`config.mk`:
```
export PLATFORM = sky130hd
export DESIGN_NAME = mrh_ctrl
export DESIGN_NICKNAME = d
export VERILOG_FILES = /design/src/sv/mrh_pkg.sv /design/src/sv/mrh_ctrl.sv
export SDC_FILE = /design/constraint.sdc
export NUM_CORES = 1
export LEC_CHECK = 0
export ABC_AREA = 1
export BUFFER_PORTS_ARGS = -buffer_cell sky130_fd_sc_hd__buf_2
export CAP_MARGIN = 10
export CELL_PAD_IN_SITES_DETAIL_PLACEMENT = 1
export CELL_PAD_IN_SITES_GLOBAL_PLACEMENT = 2
export CORE_AREA = 4 4 46 48
export CTS_CLUSTER_SIZE = 40
export DETAILED_ROUTE_END_ITERATION = 10
export DIE_AREA = 0 0 50 52
export MAX_ROUTING_LAYER = met4
export PLACE_DENSITY_LB_ADDON = 0.15
export SYNTH_ARGS = -nofsm -noshare
export SYNTH_HDL_FRONTEND = slang
export SYNTH_SLANG_ARGS = --single-unit
```
`constraint.sdc`:
```
create_clock -name clk -period 1 [get_ports clk]
set_clock_uncertainty 0.05 [all_clocks]
set_input_delay 0.2 -clock clk [delete_from_list [all_inputs] [get_ports clk]]
set_output_delay 0.2 -clock clk [all_outputs]
set_load 0.005 [all_outputs]
```
`src/sv/mrh_pkg.sv`:
```
// shared constants, codes and transfer types for the serial link channel hub
package mrh_pkg;

  localparam int CHANNELS        = 16;
  localparam int RX_RING_BYTES   = 64;
  localparam int TX_BUFFER_BYTES = 64;

  localparam int CH_W   = (CHANNELS > 1) ? $clog2(CHANNELS) : 1;
  localparam int CNT_W  = $clog2(CHANNELS + 1);
  localparam int RX_W   = $clog2(RX_RING_BYTES);
  localparam int FILL_W = $clog2(TX_BUFFER_BYTES);
  // wide enough for fill plus a whole message length, and for channel compares
  localparam int CMP_W  = 9;

  localparam logic [2:0] OP_REGISTER  = 3'd0;
  localparam logic [2:0] OP_RX_BYTE   = 3'd1;
  localparam logic [2:0] OP_READ      = 3'd2;
  localparam logic [2:0] OP_QUERY     = 3'd3;
  localparam logic [2:0] OP_TX_APPEND = 3'd4;
  localparam logic [2:0] OP_TX_DONE   = 3'd5;
  localparam logic [2:0] OP_POLL      = 3'd6;

  localparam logic [2:0] ST_OK         = 3'd0;
  localparam logic [2:0] ST_NO_CHANNEL = 3'd1;
  localparam logic [2:0] ST_LINK_BUSY  = 3'd2;
  localparam logic [2:0] ST_TOO_LONG   = 3'd3;
  localparam logic [2:0] ST_NOTHING    = 3'd4;

  typedef struct packed {
    logic [2:0] opcode;
    logic [3:0] channel;
    logic [7:0] data_byte;
    logic [7:0] message_length;
    logic       first_of_message;
  } req_t;

  typedef struct packed {
    logic [2:0] status;
    logic [3:0] channel_id;
    logic [7:0] byte_out;
    logic       is_empty;
    logic       is_last;
  } res_t;

  typedef struct packed {
    logic latch;
    logic exec;
    logic ring_out;
    logic drain_issue;
    logic drain_send;
    logic emit;
  } cmd_t;

  typedef struct packed {
    logic [2:0] op;
    logic       drain_go;
    logic       drain_last;
  } sts_t;

endpackage

```
`src/sv/mrh_ctrl.sv`:
```
// sequencing state machine for the channel hub
module mrh_ctrl (
  input  logic          clk,
  input  logic          rst,
  input  logic          start,
  input  mrh_pkg::sts_t sts,
  output mrh_pkg::cmd_t cmd,
  output logic          busy
);

  localparam logic [2:0] S_IDLE     = 3'd0;
  localparam logic [2:0] S_EXEC     = 3'd1;
  localparam logic [2:0] S_RING     = 3'd2;
  localparam logic [2:0] S_DRAIN_RD = 3'd3;
  localparam logic [2:0] S_DRAIN_TX = 3'd4;

  logic [2:0] state;
  logic [2:0] state_next;

  always_ff @(posedge clk) begin
    if (rst) begin
      state <= S_IDLE;
    end else begin
      state <= state_next;
    end
  end

  always_comb begin
    cmd        = '0;
    state_next = state;
    busy       = (state != S_IDLE);
    unique case (state)
      S_IDLE: begin
        if (start) begin
          cmd.latch  = 1'b1;
          state_next = S_EXEC;
        end
      end
      S_EXEC: begin
        cmd.exec = 1'b1;
        if (sts.op == mrh_pkg::OP_READ) begin
          state_next = S_RING;
        end else if (sts.op == mrh_pkg::OP_POLL && sts.drain_go) begin
          state_next = S_DRAIN_RD;
        end else begin
          // unused opcodes give no result
          cmd.emit   = (sts.op <= mrh_pkg::OP_POLL);
          state_next = S_IDLE;
        end
      end
      S_RING: begin
        cmd.ring_out = 1'b1;
        cmd.emit     = 1'b1;
        state_next   = S_IDLE;
      end
      S_DRAIN_RD: begin
        cmd.drain_issue = 1'b1;
        state_next      = S_DRAIN_TX;
      end
      S_DRAIN_TX: begin
        cmd.drain_send = 1'b1;
        cmd.emit       = 1'b1;
        state_next     = sts.drain_last ? S_IDLE : S_DRAIN_RD;
      end
      default: begin
        state_next = S_IDLE;
      end
    endcase
  end

endmodule

```
# Yosys cells after proc, flatten, opt, wreduce, memory -nomap -nowiden
# Cells that the tools add are included.
[word_totals] input_bits=8 wordCells=27 out_inout_bits=7 reg_bits=3
[classes] mux=14 n_reduce_logical=4 magnitude_cmp=1 eq_ne=7
[op_table] cell="case mux 3 bit (4 select lines)" count=1
[op_table] cell="equality test 3 x 2 -> 1 bit (second input constant)" count=3
[op_table] cell="2-to-1 mux 1 bit" count=8
[op_table] cell="equality test 3 bit (second input constant)" count=2
[op_table] cell="2-to-1 mux 3 bit" count=2
[op_table] cell="2-to-1 mux 2 bit" count=2
[op_table] cell="equality test 3 x 1 -> 1 bit (second input constant)" count=1
[op_table] cell="less-or-equal comparator 3 bit (second input constant)" count=1
[op_table] cell="logical NOT 3 bit" count=1
[op_table] cell="nonzero test 3 bit" count=1
[op_table] cell="inequality test 2 bit (second input constant)" count=1
[op_table] cell="case mux 1 bit (2 select lines)" count=1
[op_table] cell="OR reduction 2 bit" count=1
[op_table] cell="logical AND 1 bit" count=1

# Logic depth before layout (Yosys ltp)
# Gate-level depths: netlist of run 1.
[depth] depth_word=5 mapped_depth=6 ltp_nobuf=6

# Worst setup path before layout of run 1
# Ideal clock, no wire load.
[synth_path] path_kind="flip-flop to output port" startpoint="reg state[2]" endpoint="out cmd[0] in the netlist's numbering" setup_slack_ps=23 t_required_ps=750 stages_incl_launch_ff=6 arrival_ps=727 n_path_buf=0 cell_sequence="dfxtp_1 -> inv_2 -> nand3_2 -> inv_2 -> nand2_1 -> o21ai_2"
[synth_rtl] item="start: declaration" line="mrh_ctrl.sv:17" source="logic [2:0] state;"
[synth_rtl] item="start signal: assignment" line="mrh_ctrl.sv:24" source="state <= state_next;"
[synth_rtl] item="end: declaration" line="mrh_ctrl.sv:7" source="output mrh_pkg::cmd_t cmd,"

==> qor.csv, run 1 <==
metric,value,unit
outcome,"finished, violations left",
violations,setup timing,
final_antenna_net_count,0,
htreeDepth,1,
ys_ff_latch,3,
wire_per_inst,8.81,um
clk_pin_slew,40,ps
syn-num-nets,54,
switching_share,0.308,
setup-violations-final,9,
cts_inserted_buffers,3,
seq_power_share,0.235,
cts_sinks,3,
routed_wl,925,um
power.share.combinational,0.375,
maxSlewHeadroom,0.874,
total_power,0.567,mW
synth_seq_area_share,0.229,
place_inst,93,
p_clk_frac,0.389,
layout_common_cells,"buf_2 (13), buf_4 (12), nand2_1 (8)",
period_share,1.32,
hold_path_class,in2reg,
drv_cap,0,
cp.required,750,ps
finalCriticalPeriod,1320,ps
rsz0062_at_grt,true,
clkLatencyLatePin,240,ps
num_vias,391,
final_common_cell,buf_2,
hold_buffers,0,
cp_data_arrival_time,1070,ps
final_max_slew_viol_count,0,
setup_ws,-323,ps
final_cells,105,
grt_max_degree,5,
drt_iter0_markers,0,
start_util,0.154,
cp-end-kind,primary output,
largest_reg_flops,3,
p_sw,0.175,mW
cp-start-kind,flop,
fmax,756,MHz
grt_pass1_wl,1530,um
top_regs,state (3),
syn_inst,46,
hold_depth,2,
cts_tree,yes,
n_antenna_cell,0,
netlist_area,263,um^2
core_region_area,1710,um^2
port_buffers,14,
clockBufferDepth,2,
grt_util_all_layers,0.0843,
place_congestion,0.731,
fill_cells,226,
internal_power,0.392,mW
r2r_cells,7,
whs,96.3,ps
yosys.cell_types.count,17,
avgSynthCellArea,5.71,um^2
top_register,state,
ios,15,
cts.root.buffer_cell,clkbuf_4,
yosysWarnings,0,
vias_per_cell,3.72,
fin_nets,89,
gr-total-overflow,0,
worstSetupPathType,reg2out,
drc,0,
area_delta_synth_final,127,%
power.density,952,nW/um^2
finalHoldViolCount,0,
die-area,2600,um^2
die_w,50,um
die_h,52,um
p_leak,0.307,nW
dp_hpwl,720,um
rows,15,
worst_slew_pin_slew,189,ps
first_global_vias,384,
ir_drop,0.333,mV
drive_above_1_share,0.725,
first_pass_iters,1,
antenna_found_initial,0,
critPathMaxFanout,3,
[final timing paths]
| path | startpoint | end | slack (ps) |
|---|---|---|---|
| setup / recovery | state[2] | cmd[0] | -320 |
| hold / removal | rst | state[1] | 100 |
| setup reg to reg | state[1] | state[0] | -80 |
| hold reg to reg | state[0] | state[2] | 550 |
[per-layer routing]
metal  global-route usage  part of all wire  vias up
met2                0.154              0.62        6
li1                     -                 -      204
met4               0.0691                 0        0
met1               0.0664              0.35      181
met5                    -                 0        -
met3               0.0315             0.021        0
[layout make-up]
cell class	count	area, um^2	share of cell area
inverter	12	52.6	0.0882
multi-input combinational	31	203	0.340
clock buffer	4	26.3	0.0441
tap	25	31.3	0.0525
timing repair buffer	30	211	0.355
sequential	3	71.3	0.120
[kinds of logic (layout without fill, tap and decap cells)]
| group | Yosys count | after routing | share of synthesized area |
|---|---|---|---|
| AO/OA/AOI/OAI | 5 | 5 | 0.124 |
| buffers and inverters | 12 | 46 | 0.171 |
| flip-flops | 3 | 3 | 0.229 |
| AND/OR/NAND/NOR | 26 | 26 | 0.476 |
[cells in the mapped netlist (all sizes together)]
cell     n  area share
dfxtp    3        0.23
nor2    10        0.20
nand3    2       0.057
nand2   12        0.17
clkinv   1       0.014
nand3b   1       0.029
inv     11        0.16
nor3     1       0.019
o21ai    3       0.071
a21oi    2       0.052
[critical path, cell delays in order, from the launching register on]
cell,delay (ps)
dfxtp_4,350
buf_4,130
nand2_2,70
o21ai_1,60
inv_1,60
o21ai_2,40
buf_2,120
[stage by stage]
stage          TNS [ps]  utilization  setup WS (ps)  instance area, um^2
2_1_floorplan         0            -           22.8                  263
3_3_place_gp       -477        0.248           -165                  424
3_5_place_dp       -426        0.248           -124                  424
4_1_cts           -2040        0.315           -322                  538
5_1_grt           -2490        0.349           -395                  596
6_report          -1980        0.349           -323                  596
[power by group through the flow]
| stage | Sequential [mW] | Clock (mW) | Combinational (mW) |
|---|---|---|---|
| global route | 0.135 | 0.238 | 0.237 |
| CTS | 0.134 | 0.222 | 0.188 |
| global placement | 0.135 | 0 | 0.148 |
| floorplan | 0.134 | 0 | 0.0709 |
| detailed placement | 0.135 | 0 | 0.146 |
| finish | 0.134 | 0.221 | 0.213 |
[what timing repair did]
action	CTS	global route
buffers inserted	5	3
pin swaps	4	7
resized for setup	18	12
setup endpoints to repair	8	9
No activity file was read; power rests on OpenSTA's default activity.
==> run 2, diff against run 1 <==
--- a/config.mk
+++ b/config.mk
@@ -16,6 +16,7 @@
 export DIE_AREA = 0 0 50 52
 export MAX_ROUTING_LAYER = met4
 export PLACE_DENSITY_LB_ADDON = 0.15
+export SKIP_LAST_GASP = 1
 export SYNTH_ARGS = -nofsm -noshare
 export SYNTH_HDL_FRONTEND = slang
 export SYNTH_SLANG_ARGS = --single-unit
==> constraint.sdc (replaced) <==
create_clock -name clk -period 1 [get_ports clk]
set_clock_uncertainty 0.05 [all_clocks]
set_input_delay 0.2 -clock clk [delete_from_list [all_inputs] [get_ports clk]]
set_output_delay 0.2 -clock clk [all_outputs]
set_load 0.1 [all_outputs]
==> run 2 against run 1 <==
Effect of this change: the run still ends with setup timing left; sequential power hardly changed; combinational power grew 110%; clock-buffer cell count unchanged; sequential cell count unchanged; die area did not move; critical endpoint is now cmd[5]; largest cell class unchanged; highest routed layer unchanged.
==> qor.csv, run 2 (same netlist as run 1, synthesis figures left out) <==
metric,value,unit,change
cp-start-kind,flop,,
hp-start,rst,,
drv_cap,0,,unchanged
grt_util_all_layers,0.0801,,-0.00424
die_w,50,um,unchanged
final_max_slew_viol_count,0,,unchanged
power.share.combinational,0.555,,+0.180
setup-violations-final,9,,unchanged
grt_max_degree,8,,+3
largest_reg_flops,3,,unchanged
worstReg2RegEnd,state[0],,
top_regs,state (3),,
grt_pass1_wl,1490,um,-2.7%
path_buf_inv,2,,-1
p_clk_frac,0.274,,-0.115
first_global_vias,375,,-2.3%
drc,0,,unchanged
critPathMaxFanout,4,,+1
period_share,1.47,,+0.149
final_common_cell,buf_4,,
switching_share,0.426,,+0.118
violations,setup timing,,
start_util,0.154,,unchanged
maxSlewHeadroom,0.872,,-0.00174
cts_inserted_buffers,3,,unchanged
ir_drop,0.436,mV,+31%
final_antenna_net_count,0,,unchanged
port_buffers,14,,unchanged
first_pass_iters,1,,unchanged
top_register,state,,
die-area,2600,um^2,unchanged
area_delta_synth_final,171,%,
layout_common_cells,"buf_4 (15), buf_2 (7), buf_12 (7)",,
outcome,"finished, violations left",,
seq_power_share,0.172,,-0.063
ios,15,,unchanged
hold_depth,2,,unchanged
cp_slowest_cell,dfxtp_4,,
worst-r2r-setup-slack,-60,ps,+20 ps
holdPathEnd,state[1],,
clkLatencyLatePin,230,ps,about the same
dp_hpwl,790,um,+9.7%
worstSetupPathType,reg2out,,
n_antenna_cell,0,,unchanged
clockBufferDepth,2,,unchanged
fmax,679,MHz,-10%
fin_nets,88,,-1.1%
cp-end-kind,primary output,,
setup_ws,-472,ps,-149 ps
r2r_cells,7,,unchanged
worst_slew_pin_slew,191,ps,+2.60 ps
antenna_found_initial,0,,unchanged
wire_per_inst,8.56,um,-2.9%
vias_per_cell,3.64,,-2.1%
cts.root.buffer_cell,clkbuf_4,,
htreeDepth,1,,unchanged
cts_sinks,3,,unchanged
routed_wl,890,um,-3.8%
power.density,1110,nW/um^2,+17%
clk_pin_slew,40,ps,about the same
internal_power,0.455,mW,+16%
die_h,52,um,unchanged
drive_above_1_share,0.722,,-0.00348
cpPeakStageDelay,360,ps,about the same
setup_tns,-2860,ps,-880 ps
path_delay_family,flip-flops,,
place_congestion,0.692,,-5.4%
num_vias,379,,-3.1%
cts_tree,yes,,
cpMostUsedCell,nor2_4,,
crit_chain,nor2_4 > buf_4 > nand2_4 > nor2_4 > buf_12,,
hold_path_class,in2reg,,
rows,15,,unchanged
cp.required,750,ps,about the same
p_leak,0.319,nW,+3.7%
drt_iter0_markers,0,,unchanged
rsz0062_at_grt,true,,
finalHoldViolCount,0,,unchanged
rr_startpoint,state[2],,
gr-total-overflow,0,,unchanged
whs,95.5,ps,-0.768 ps
finalCriticalPeriod,1470,ps,+149 ps
p_sw,0.338,mW,+93%
fill_cells,215,,-4.9%
cp_data_arrival_time,1220,ps,+150 ps
core_region_area,1710,um^2,unchanged
==> run 2: layout make-up <==
type | count | area (um^2) | area share
repair buffers | 29 | 288 | 0.404
multi-input cells | 31 | 233 | 0.326
flip-flops and latches | 3 | 68.8 | 0.0965
inverters | 12 | 66.3 | 0.0930
well taps | 25 | 31.3 | 0.0439
clock buffers | 4 | 26.3 | 0.0368
==> run 2: worst max path at each step <==
stage / start / endpoint / cells past startpoint
floorplan: state[1] / cmd[0] / 5
global placement: state[2] / cmd[0] / 6
detailed placement: state[1] / cmd[0] / 6
CTS: state[1] / cmd[0] / 6
global route: state[0] / cmd[0] / 6
finish: state[0] / cmd[5] / 5
==> run 2: through the flow <==
stage,utilization,power [mW],instance area [um^2],cells,setup slack (ps)
floorplan,-,0.395,343,46,-555
global route,0.418,0.836,713,104,-530
CTS,0.396,0.789,676,101,-486
detailed placement,0.374,0.560,639,97,-248
global placement,0.374,0.555,639,97,-246
finish,0.418,0.793,713,104,-472
==> run 2: power groups by stage <==
stage          combinational (mW)  sequential [mW]  clock (mW)
2_1_floorplan               0.257            0.138           0
3_3_place_gp                0.416            0.139           0
3_5_place_dp                0.420            0.139           0
4_1_cts                     0.421            0.136       0.231
5_1_grt                     0.467            0.137       0.232
6_report                    0.440            0.136       0.217
==> run 2: per-layer routing <==
layer,GRT usage,up-vias,part of all wire
met5,-,-,0
met4,0.0415,0,0
met3,0.0287,0,0.071
met2,0.148,13,0.58
met1,0.0718,166,0.35
li1,-,200,-
==> run 2: repair_timing <==
item / CTS / global route
buffers inserted: 0 / 3
endpoints found under the setup margin: 10 / 10
resized for setup: 4 / 6
hold buffers: 0 / 0
gates cloned: 0 / 0
pin swaps: 1 / 2
